## src/hdl/crcfc_pkg.sv

```systemverilog
`default_nettype none

package crcfc_pkg;

  localparam int unsigned FCS_BYTES = 4;
  localparam int unsigned FCS_IDX_W = 2;
  localparam int unsigned CNT_W     = 3;

  localparam logic [31:0] CRC_INIT      = 32'hFFFF_FFFF;
  localparam logic [31:0] CRC_XOROUT    = 32'hFFFF_FFFF;
  localparam logic [31:0] CRC_POLY_REFL = 32'hEDB8_8320;

  typedef struct packed {
    logic [7:0] data;
    logic       last;
  } crcfc_item_t;

  typedef struct packed {
    logic        crc_ok;
    logic        too_short;
    logic [31:0] computed_crc;
    logic [31:0] received_fcs;
    logic [31:0] frames_seen;
    logic [31:0] frames_good;
  } crcfc_result_t;

  function automatic logic [31:0] crc_byte(input logic [31:0] c, input logic [7:0] b);
    logic [31:0] r;
    r = c ^ {24'd0, b};
    for (int i = 0; i < 8; i++) begin
      r = r[0] ? ((r >> 1) ^ CRC_POLY_REFL) : (r >> 1);
    end
    return r;
  endfunction

endpackage

`default_nettype wire

```

## src/hdl/crcfc_core.sv

```systemverilog
`default_nettype none

module crcfc_core (
  input  wire logic                   clk_i,
  input  wire logic                   rst_ni,
  input  wire logic                   adv_i,
  input  wire crcfc_pkg::crcfc_item_t item_i,
  output crcfc_pkg::crcfc_result_t    res_o
);
  import crcfc_pkg::*;

  logic [31:0]      crc_q, crc_d;
  logic [7:0]       hold_q [FCS_BYTES];
  logic [7:0]       hold_d [FCS_BYTES];
  logic [CNT_W-1:0] cnt_q, cnt_d;
  logic [31:0]      seen_q, seen_d;
  logic [31:0]      good_q, good_d;
  logic             feed;
  logic             short_frame;
  logic             ok;
  logic [31:0]      computed;
  logic [31:0]      fcs;

  assign feed = (cnt_q >= CNT_W'(FCS_BYTES));

  always_comb begin
    hold_d = hold_q;
    if (feed) begin
      crc_d = crc_byte(crc_q, hold_q[0]);
      for (int i = 0; i < FCS_BYTES - 1; i++) begin
        hold_d[i] = hold_q[i+1];
      end
      hold_d[FCS_BYTES-1] = item_i.data;
      cnt_d = CNT_W'(FCS_BYTES);
    end else begin
      crc_d = crc_q;
      hold_d[cnt_q[FCS_IDX_W-1:0]] = item_i.data;
      cnt_d = cnt_q + CNT_W'(1);
    end
  end

  always_comb begin
    short_frame = (cnt_d < CNT_W'(FCS_BYTES));
    computed    = crc_d ^ CRC_XOROUT;
    fcs         = short_frame ? 32'd0 : {hold_d[3], hold_d[2], hold_d[1], hold_d[0]};
    ok          = !short_frame && (computed == fcs);
    seen_d      = seen_q + 32'd1;
    good_d      = good_q + {31'd0, ok};
  end

  assign res_o.crc_ok       = ok;
  assign res_o.too_short    = short_frame;
  assign res_o.computed_crc = computed;
  assign res_o.received_fcs = fcs;
  assign res_o.frames_seen  = seen_d;
  assign res_o.frames_good  = good_d;

  always_ff @(posedge clk_i or negedge rst_ni) begin
    if (!rst_ni) begin
      crc_q  <= CRC_INIT;
      cnt_q  <= '0;
      seen_q <= '0;
      good_q <= '0;
      for (int i = 0; i < FCS_BYTES; i++) begin
        hold_q[i] <= '0;
      end
    end else if (adv_i) begin
      if (item_i.last) begin
        crc_q  <= CRC_INIT;
        cnt_q  <= '0;
        seen_q <= seen_d;
        good_q <= good_d;
        for (int i = 0; i < FCS_BYTES; i++) begin
          hold_q[i] <= '0;
        end
      end else begin
        crc_q  <= crc_d;
        cnt_q  <= cnt_d;
        hold_q <= hold_d;
      end
    end
  end

`ifndef SYNTHESIS
  a_cnt_bound: assert property (@(posedge clk_i) disable iff (!rst_ni)
    cnt_q <= CNT_W'(FCS_BYTES))
    else $error("held byte count out of range");

  a_frame_clear: assert property (@(posedge clk_i) disable iff (!rst_ni)
    adv_i && item_i.last |=> cnt_q == '0 && crc_q == CRC_INIT)
    else $error("frame state not cleared after last byte");
`endif

endmodule

`default_nettype wire

```

## config.mk

```make
export PLATFORM = sky130hd
export DESIGN_NAME = crcfc_core
export DESIGN_NICKNAME = d
export VERILOG_FILES = /design/src/hdl/crcfc_pkg.sv /design/src/hdl/crcfc_core.sv
export SDC_FILE = /design/constraint.sdc
export NUM_CORES = 1
export LEC_CHECK = 0
export BUFFER_PORTS_ARGS = -buffer_cell sky130_fd_sc_hd__clkbuf_2
export CAP_MARGIN = 0
export CORE_ASPECT_RATIO = 0.6
export CORE_UTILIZATION = 37
export DETAILED_ROUTE_END_ITERATION = 8
export PLACE_DENSITY = 0.65
export SYNTH_ARGS = -nofsm -noshare
export SYNTH_HDL_FRONTEND = slang
export SYNTH_SLANG_ARGS = --single-unit
```

## constraint.sdc

```tcl
create_clock -name clk_i -period 6.1 [get_ports clk_i]
set_input_delay 0.61 -clock clk_i [delete_from_list [all_inputs] [get_ports clk_i]]
set_output_delay 0.61 -clock clk_i [all_outputs]
set_load 0.01 [all_outputs]
```

# Yosys cells after proc, flatten, opt, wreduce, memory -nomap -nowiden
# Index checks and enable logic that the tools add are counted.
[totals]
ff_bits = 131
in_bits = 12
output_inout_bits = 130
wordCells = 49
[classes]
n_addsub = 3
magnitude_cmp = 4
n_eq_ne = 1
mux = 18
bitwise_logic = 11
n_reduce_logical = 4
[op_table]
columns = ["operator", "n"]
rows = [
  ["32-bit 2-to-1 mux", 13],
  ["13-bit NOT with 14-bit output", 8],
  ["32-bit by 1-bit adder with 32-bit output", 1],
  ["32-bit by 1-bit adder with 32-bit output, second input constant", 1],
  ["32-bit bitwise mux", 1],
  ["32-bit equality test", 1],
  ["32-bit NOT", 1],
  ["32-bit by 8-bit bitwise XOR with 32-bit output", 1],
  ["8-bit demux with 2-bit select", 1],
  ["8-bit 2-to-1 mux", 1],
  ["3-bit >= comparator, second input constant", 2],
  ["3-bit 2-to-1 mux", 2],
  ["3-bit by 1-bit adder with 3-bit output, second input constant", 1],
  ["3-bit by 1-bit less-than comparator with 1-bit output, second input constant", 1],
  ["3-bit less-than comparator, second input constant", 1],
  ["2-bit NOT with 3-bit output", 1],
  ["1-bit logical AND", 2],
  ["2-bit AND reduction", 1],
  ["1-bit zero test", 1],
]

# Longest topological paths before layout
# Gate-level depths: netlist of run 1.
[depth]
ltp_word = 22
depth_mapped = 21

# Worst setup path before layout of run 1
# OpenSTA, ideal clock, no wires.
[synth_path]
kind = "reg2out"
startpoint = "register crc_q[2]"
endpoint = "output res_o[27] (netlist bit)"
arrival_time_ns = 4.353
t_required_ns = 5.490
slack_ns = 1.137
stages_incl_launch_ff = 19
path_buffers = 2
path_cell_list = "dfstp_2 buf_2 xor2_2 xnor2_2 xnor3_1 xnor2_2 mux2i_1 a221o_1 nor4_1 and4_1 ha_1 nand2_1 nor3_1 and3_1 clkbuf_1 nand2_1 or2_2 nor2_1 xor2_1"
[synth_rtl]
columns = ["item", "line", "source"]
rows = [
  ["start: declaration", "crcfc_core.sv:12", "logic [31:0] crc_q, crc_d;"],
  ["start signal: assignment", "crcfc_core.sv:77", "crc_q <= crc_d;"],
  ["end: declaration", "crcfc_core.sv:8", "output crcfc_pkg::crcfc_result_t res_o"],
]

==> flow_summary.yaml, run 1 <==
synthesis:
  synth_cells: 964
  ys_types: 58
  synth_seq_area_share_pct: 37.4
  postSynthAreaPerCell_sq_um: 9.21
  syn_nets: 983
  ys_ff_latch: 131
  synth_edf_count: 0
  async_reset_ff_share_pct: 100
  dominantRegCellSynth: "dfrtp_1"
  syn_area_sq_um: 8880
  yosysWarnings: 0
routing:
  via_per_inst: 5.40
  routed_wl_mm: 30.2
  wl_per_cell_um: 21.2
  post-route-drc-count: 0
  drt_iter0_markers: 864
  vias: 7687
  first_pass_iters: 5
  final_antenna_net_count: 0
floorplan:
  ios: 142
  num_rows: 43
  die_h_um: 122
  dieArea_sq_um: 24600
  coreArea_sq_um: 23300
  fp.dieW_um: 202
  initial_core_util_pct: 38.1
timing:
  setup_viol_count_final: 0
  fin_crit_ns: 5.94
  fin_ws_ns: 0.157
  worst_clock_skew_ns: 0.0127
  relSlewSlack_pct: 44.4
  finalMaxSlewViolations: 0
  worstMarginPinSlew_ns: 0.834
  max_freq_ghz: 0.168
  hold_violations: 0
  finalCritPeriodShare_pct: 97.4
critical_path:
  start_kind: "register"
  path_class: "reg -> out"
  slowest_stage: "dfstp_2"
  r2r_end: "good_q[30]$_DFFE_PN0P_"
  endpoint_kind: "output port"
  cpMostUsedCell: "xor2_1"
  ff2ff_setup_slack_ns: 1.03
  cp_max_fo: 6
  path_cells: "xor2_1 -> xnor2_1 -> xor2_2 -> xnor2_1 -> mux2i_2 -> xor2_1 -> a2111oi_1 -> and4_1 -> ha_2 -> nand2_1 -> nor3_1 -> buf_4 -> and3_2 -> nand2_1 -> or2_2 -> nor2_1 -> xor2_1 -> clkbuf_2"
  worstRegToRegCells: 18
  r2r-start: "crc_q[0]$_DFFE_PN1P_"
  required_ns: 5.49
  cp.arrival_ns: 5.33
  slowest_delay_ns: 0.63
global_routing:
  grt_use_total_pct: 24.9
  grt_overflow: 0
  grt_start_max_net_pins: 69
  first_global_vias: 6965
  grt_pass1_wl_mm: 45.1
  antenna_found_initial: 0
place:
  io_buffers: 141
  gp_congestion: 0.991
  place_hpwl_mm: 22.7
  place_ws_ns: 0.338
cts:
  cts_buffer_depth: 2
  htree_levels: 4
  root_buffer: "clkbuf_16"
  cts-buffers-inserted: 17
  hold_buffers: 0
  clk_latency_ns: 0.43
  cts.reportedPaths.clkPinSlew_ns: 0.06
  cts.sinks: 131
  cts_tree: "yes"
final_layout:
  finish.utilization_pct: 45.8
  area_growth_pct: 20.1
  antenna_cells: 0
  drive_gt1_share_pct: 24.8
  nets: 1114
pwr:
  power_leakage_nw: 4.97
  power.total_w: 0.00381
  vdd_drop_max_uv: 162
  power_density_nw_per_um2: 357
run:
  cap_viol_max_count: 0
hold_path:
  min_path_type: "in -> async"
outcome:
  status: "complete, no violations"
## flip-flops by register name, summed over array words and instances, names as in the netlist
signal and count:
hold_q 32, seen_q 32, cnt_q 3, crc_q 32, good_q 32
## how the worst max path moves through the flow
stage                end  cells past startpoint                  from
3_5_place_dp   res_o[26]                     19  crc_q[2]$_DFFE_PN1P_
3_3_place_gp   res_o[30]                     19  crc_q[2]$_DFFE_PN1P_
4_1_cts        res_o[26]                     19  crc_q[2]$_DFFE_PN1P_
2_1_floorplan  res_o[27]                     18  crc_q[2]$_DFFE_PN1P_
6_report       res_o[27]                     18  crc_q[0]$_DFFE_PN1P_
5_1_grt        res_o[27]                     19  crc_q[5]$_DFFE_PN1P_
## layout by cell type, fill, tap and decap left out, types with 13 or more instances in the layout
cell type,Yosys,final
o21ai_0,49,49
xnor2_1,116,113
nor2_1,111,110
inv_1,42,42
o22ai_1,13,13
dfrtp_1,99,98
clkbuf_2,0,140
nand3_1,40,39
buf_4,2,25
xor2_1,65,64
a21oi_1,49,49
dfstp_2,32,32
nor3_1,14,14
nand2_1,96,96
mux2i_1,46,43
clkbuf_16,0,17
## where the power goes
group / internal (W) / total [W] / switching, W
Sequential: 0.000972 / 0.00111 / 0.000141
Combinational: 0.000759 / 0.00171 / 0.000951
Clock: 0.000580 / 0.000986 / 0.000406
## timing repair
item                                    in CTS  in global routing
gates resized for setup                      3                 22
setup buffers                                0                  9
pin swaps                                    0                  6
endpoints found under the setup margin       7                 12
endpoints found under the hold margin        0                  0
## kinds of logic (layout without fill, tap and decap cells)
family	count (synthesis)	after routing	synth area share [%]
and+or+nand+nor	317	317	16.0
xor gates and xnor gates	212	212	25.6
AOI/OAI and AO/OA	147	147	9.84
DFF	131	131	37.4
buffers and inverters	99	243	4.34
muxes	51	51	5.82
adders and majority gates	7	7	0.986
## worst max-delay path, delay by kind of cell, from the launching register on
kind                       cells  cell delay (ns)
and+or+nand+nor                7             1.44
DFF                            1             0.63
adders and majority gates      1             0.23
muxes                          1             0.36
xor gates and xnor gates       6             1.38
buffers and inverters          2             0.32
AOI/OAI and AO/OA              1             0.53
## routing by layer
metal	GRT usage (%)	part of all wire [%]	up-vias
li1	-	-	3498
met1	40.2	49	3748
met2	29.1	37	417
met3	9.60	13	24
met4	5.59	0.83	0
met5	0	0	-
## per-stage QoR
step	cells	setup TNS, ns	hold WS (ns)	cell area (sq um)
3_3_place_gp	1382	0	0.467	9900
5_1_grt	1423	-0.00117	0.230	10700
6_report	1423	0	0.189	10700
4_1_cts	1414	0	0.213	10500
3_5_place_dp	1382	0	0.470	9900
2_1_floorplan	964	0	0.314	8880
## cell type report
| class | count | area, sq um |
|---|---|---|
| multi-input combinational | 734 | 5310 |
| fill | 2252 | 12600 |
| clock buffer | 23 | 468 |
| tap | 315 | 394 |
| timing repair buffer | 168 | 931 |
| sequential | 131 | 3320 |
| clock inverter | 9 | 82.6 |
| inverter | 43 | 161 |
## Yosys cell counts (all sizes together) (2+ instances only)
master | n | share of area (%)
a211oi | 2 | 0.17
a21o | 2 | 0.17
a21oi | 49 | 2.8
a221o | 2 | 0.23
a221oi | 2 | 0.20
a22o | 10 | 0.99
a22oi | 2 | 0.17
a31oi | 3 | 0.21
a32o | 2 | 0.23
and2 | 9 | 0.63
and3 | 12 | 0.85
and4 | 2 | 0.20
buf | 14 | 0.75
clkbuf | 42 | 1.8
dfrtp | 99 | 28
dfstp | 32 | 9.5
ha | 7 | 0.99
inv | 43 | 1.8
mux2 | 5 | 0.63
mux2i | 46 | 5.2
nand2 | 96 | 4.1
nand2b | 4 | 0.28
nand3 | 40 | 2.3
nand4 | 10 | 0.70
nor2 | 111 | 4.7
nor2b | 6 | 0.42
nor3 | 14 | 0.79
nor3b | 2 | 0.17
o21ai | 50 | 2.8
o22ai | 13 | 0.92
o32ai | 2 | 0.20
or2 | 4 | 0.28
xnor2 | 128 | 14
xnor3 | 12 | 3.0
xor2 | 66 | 6.6
xor3 | 6 | 1.6
(Power assumes the default switching activity.)
==> inputs of run 2 (changes only) <==
Settings changed: CORE_UTILIZATION 37 to 46, CTS_BUF_LIST set to sky130_fd_sc_hd__clkbuf_16, PLACE_DENSITY 0.65 to 0.76, REMOVE_ABC_BUFFERS set to 1.
==> flow_summary.yaml, run 2 (same netlist as run 1, synthesis figures left out) <==
outcome:
  status: "complete, no violations"
pwr:
  power_density_nw_per_um2: 366
  vdd_drop_max_uv: 286
  power_leakage_nw: 4.99
timing:
  relSlewSlack_pct: 33.1
  max_freq_ghz: 0.173
  finalCritPeriodShare_pct: 94.8
  worst_clock_skew_ns: 0.0118
  finalMaxSlewViolations: 0
  tns_ns: 0
  worstMarginPinSlew_ns: 1.00
  fin_crit_ns: 5.78
  whs_ns: 0.152
  setup_viol_count_final: 0
  hold_violations: 0
  rsz0062_at_grt: "no"
global_routing:
  antenna_found_initial: 0
  grt_overflow: 0
  grt_use_total_pct: 28.3
  grt_start_max_net_pins: 78
  grt_pass1_wl_mm: 41.8
  first_global_vias: 7019
critical_path:
  endpoint_kind: "output port"
  path_class: "reg -> out"
  slowest_delay_ns: 0.66
  cp.arrival_ns: 5.17
  start_kind: "register"
  required_ns: 5.49
  slowest_stage: "dfstp_2"
  path_cells: "xor2_4 -> xnor2_4 -> xor2_1 -> xnor3_1 -> a41oi_1 -> a221o_1 -> nor4_2 -> and4_1 -> ha_1 -> ha_1 -> nand3_1 -> nor2_1 -> nand2_1 -> inv_1 -> nand3_1 -> nor2_2 -> nand2_1 -> xnor2_1 -> clkbuf_2"
  cp_max_fo: 7
place:
  io_buffers: 141
  gp_congestion: 1.06
  place_hpwl_mm: 20.6
routing:
  wl_per_cell_um: 20.5
  vias: 7607
  first_pass_iters: 5
  via_per_inst: 5.66
  final_antenna_net_count: 0
  drt_iter0_markers: 947
  routed_wl_mm: 27.6
  post-route-drc-count: 0
final_layout:
  layout_common_cells: "clkbuf_2, xnor2_1, nor2_1"
  layout_commonest_cell: "clkbuf_2"
  nets: 1111
  fill_cells: 1626
  seq_area_sq_um: 3320
  finish.utilization_pct: 57.3
  multi_input_area_sq_um: 5290
  antenna_cells: 0
  area_growth_pct: 19.4
  drive_gt1_share_pct: 23.9
cts:
  cts.sinks: 131
  cts_tree: "yes"
  hold_buffers: 0
  clk_latency_ns: 0.42
  cts_buffer_depth: 2
  root_buffer: "clkbuf_16"
  cts-buffers-inserted: 17
  cts.reportedPaths.clkPinSlew_ns: 0.06
  htree_levels: 4
floorplan:
  die_h_um: 110
  ios: 142
  num_rows: 38
  fp.dieW_um: 181
  dieArea_sq_um: 19900
  initial_core_util_pct: 48.0
  coreArea_sq_um: 18500
hold_path:
  min_path_type: "in -> async"
run:
  cap_viol_max_count: 0
-- run 2: power breakdown --
| part | internal, W | switching [W] | leakage [nW] |
|---|---|---|---|
| Clock | 0.000722 | 0.000404 | 0.307 |
| Combinational | 0.000742 | 0.000905 | 3.00 |
| Sequential | 0.000972 | 0.000131 | 1.68 |
-- run 2: worst paths after layout --
| kind | start | end | slack [ns] | depth (start not counted) |
|---|---|---|---|---|
| max reg2reg | crc_q[2]$_DFFE_PN1P_ | good_q[26]$_DFFE_PN0P_ | 1.11 | 18 |
| max in group asynchronous | rst_ni | cnt_q[2]$_DFFE_PN0P_ | 4.50 | 2 |
| min | rst_ni | hold_q[11]$_DFFE_PN0P_ | 0.15 | 1 |
| min reg2reg | good_q[0]$_DFFE_PN0P_ | good_q[0]$_DFFE_PN0P_ | 0.48 | 2 |
| max | crc_q[2]$_DFFE_PN1P_ | res_o[26] | 0.32 | 19 |
| min in group clk_i | good_q[0]$_DFFE_PN0P_ | good_q[0]$_DFFE_PN0P_ | 0.48 | 2 |
-- run 2: layer usage --
layer / up-vias / track usage [%] / part of all wire [%]
li1: 3486 / - / -
met4: 0 / 5.99 / 1.0
met2: 408 / 35.9 / 38
met3: 27 / 14.8 / 15
met5: - / 0 / 0
met1: 3686 / 41.3 / 46
-- run 2: metrics by stage --
step	worst slack, ns	area [sq um]	instances	total power [W]
floorplan	0.0845	8650	908	0.00215
CTS	0.104	10500	1342	0.00379
global placement	0.624	9830	1310	0.00264
finish	0.318	10600	1345	0.00388
global route	0.00894	10600	1345	0.00403
detailed placement	0.592	9830	1310	0.00264
-- run 2: cell type report --
class,instances,area share [%]
multi-input combinational,734,49.9
clock inverter,15,2.01
timing repair buffer,165,8.45
sequential,131,31.3
inverter,43,1.52
tap,240,2.83
clock buffer,17,4.01
-- run 2: repair_timing --
item	CTS	global route
resized for setup	0	17
setup buffers	0	3
setup endpoints to repair	0	12
-- run 2: worst max-delay path: cells and delay by family, from the launching register on --
| kind | cells | cell delay, ns |
|---|---|---|
| AOI/OAI and AO/OA | 2 | 0.58 |
| xor gates and xnor gates | 5 | 1.32 |
| buffers and inverters | 2 | 0.25 |
| DFF | 1 | 0.66 |
| adders and majority gates | 2 | 0.46 |
| and+or+nand+nor | 8 | 1.48 |
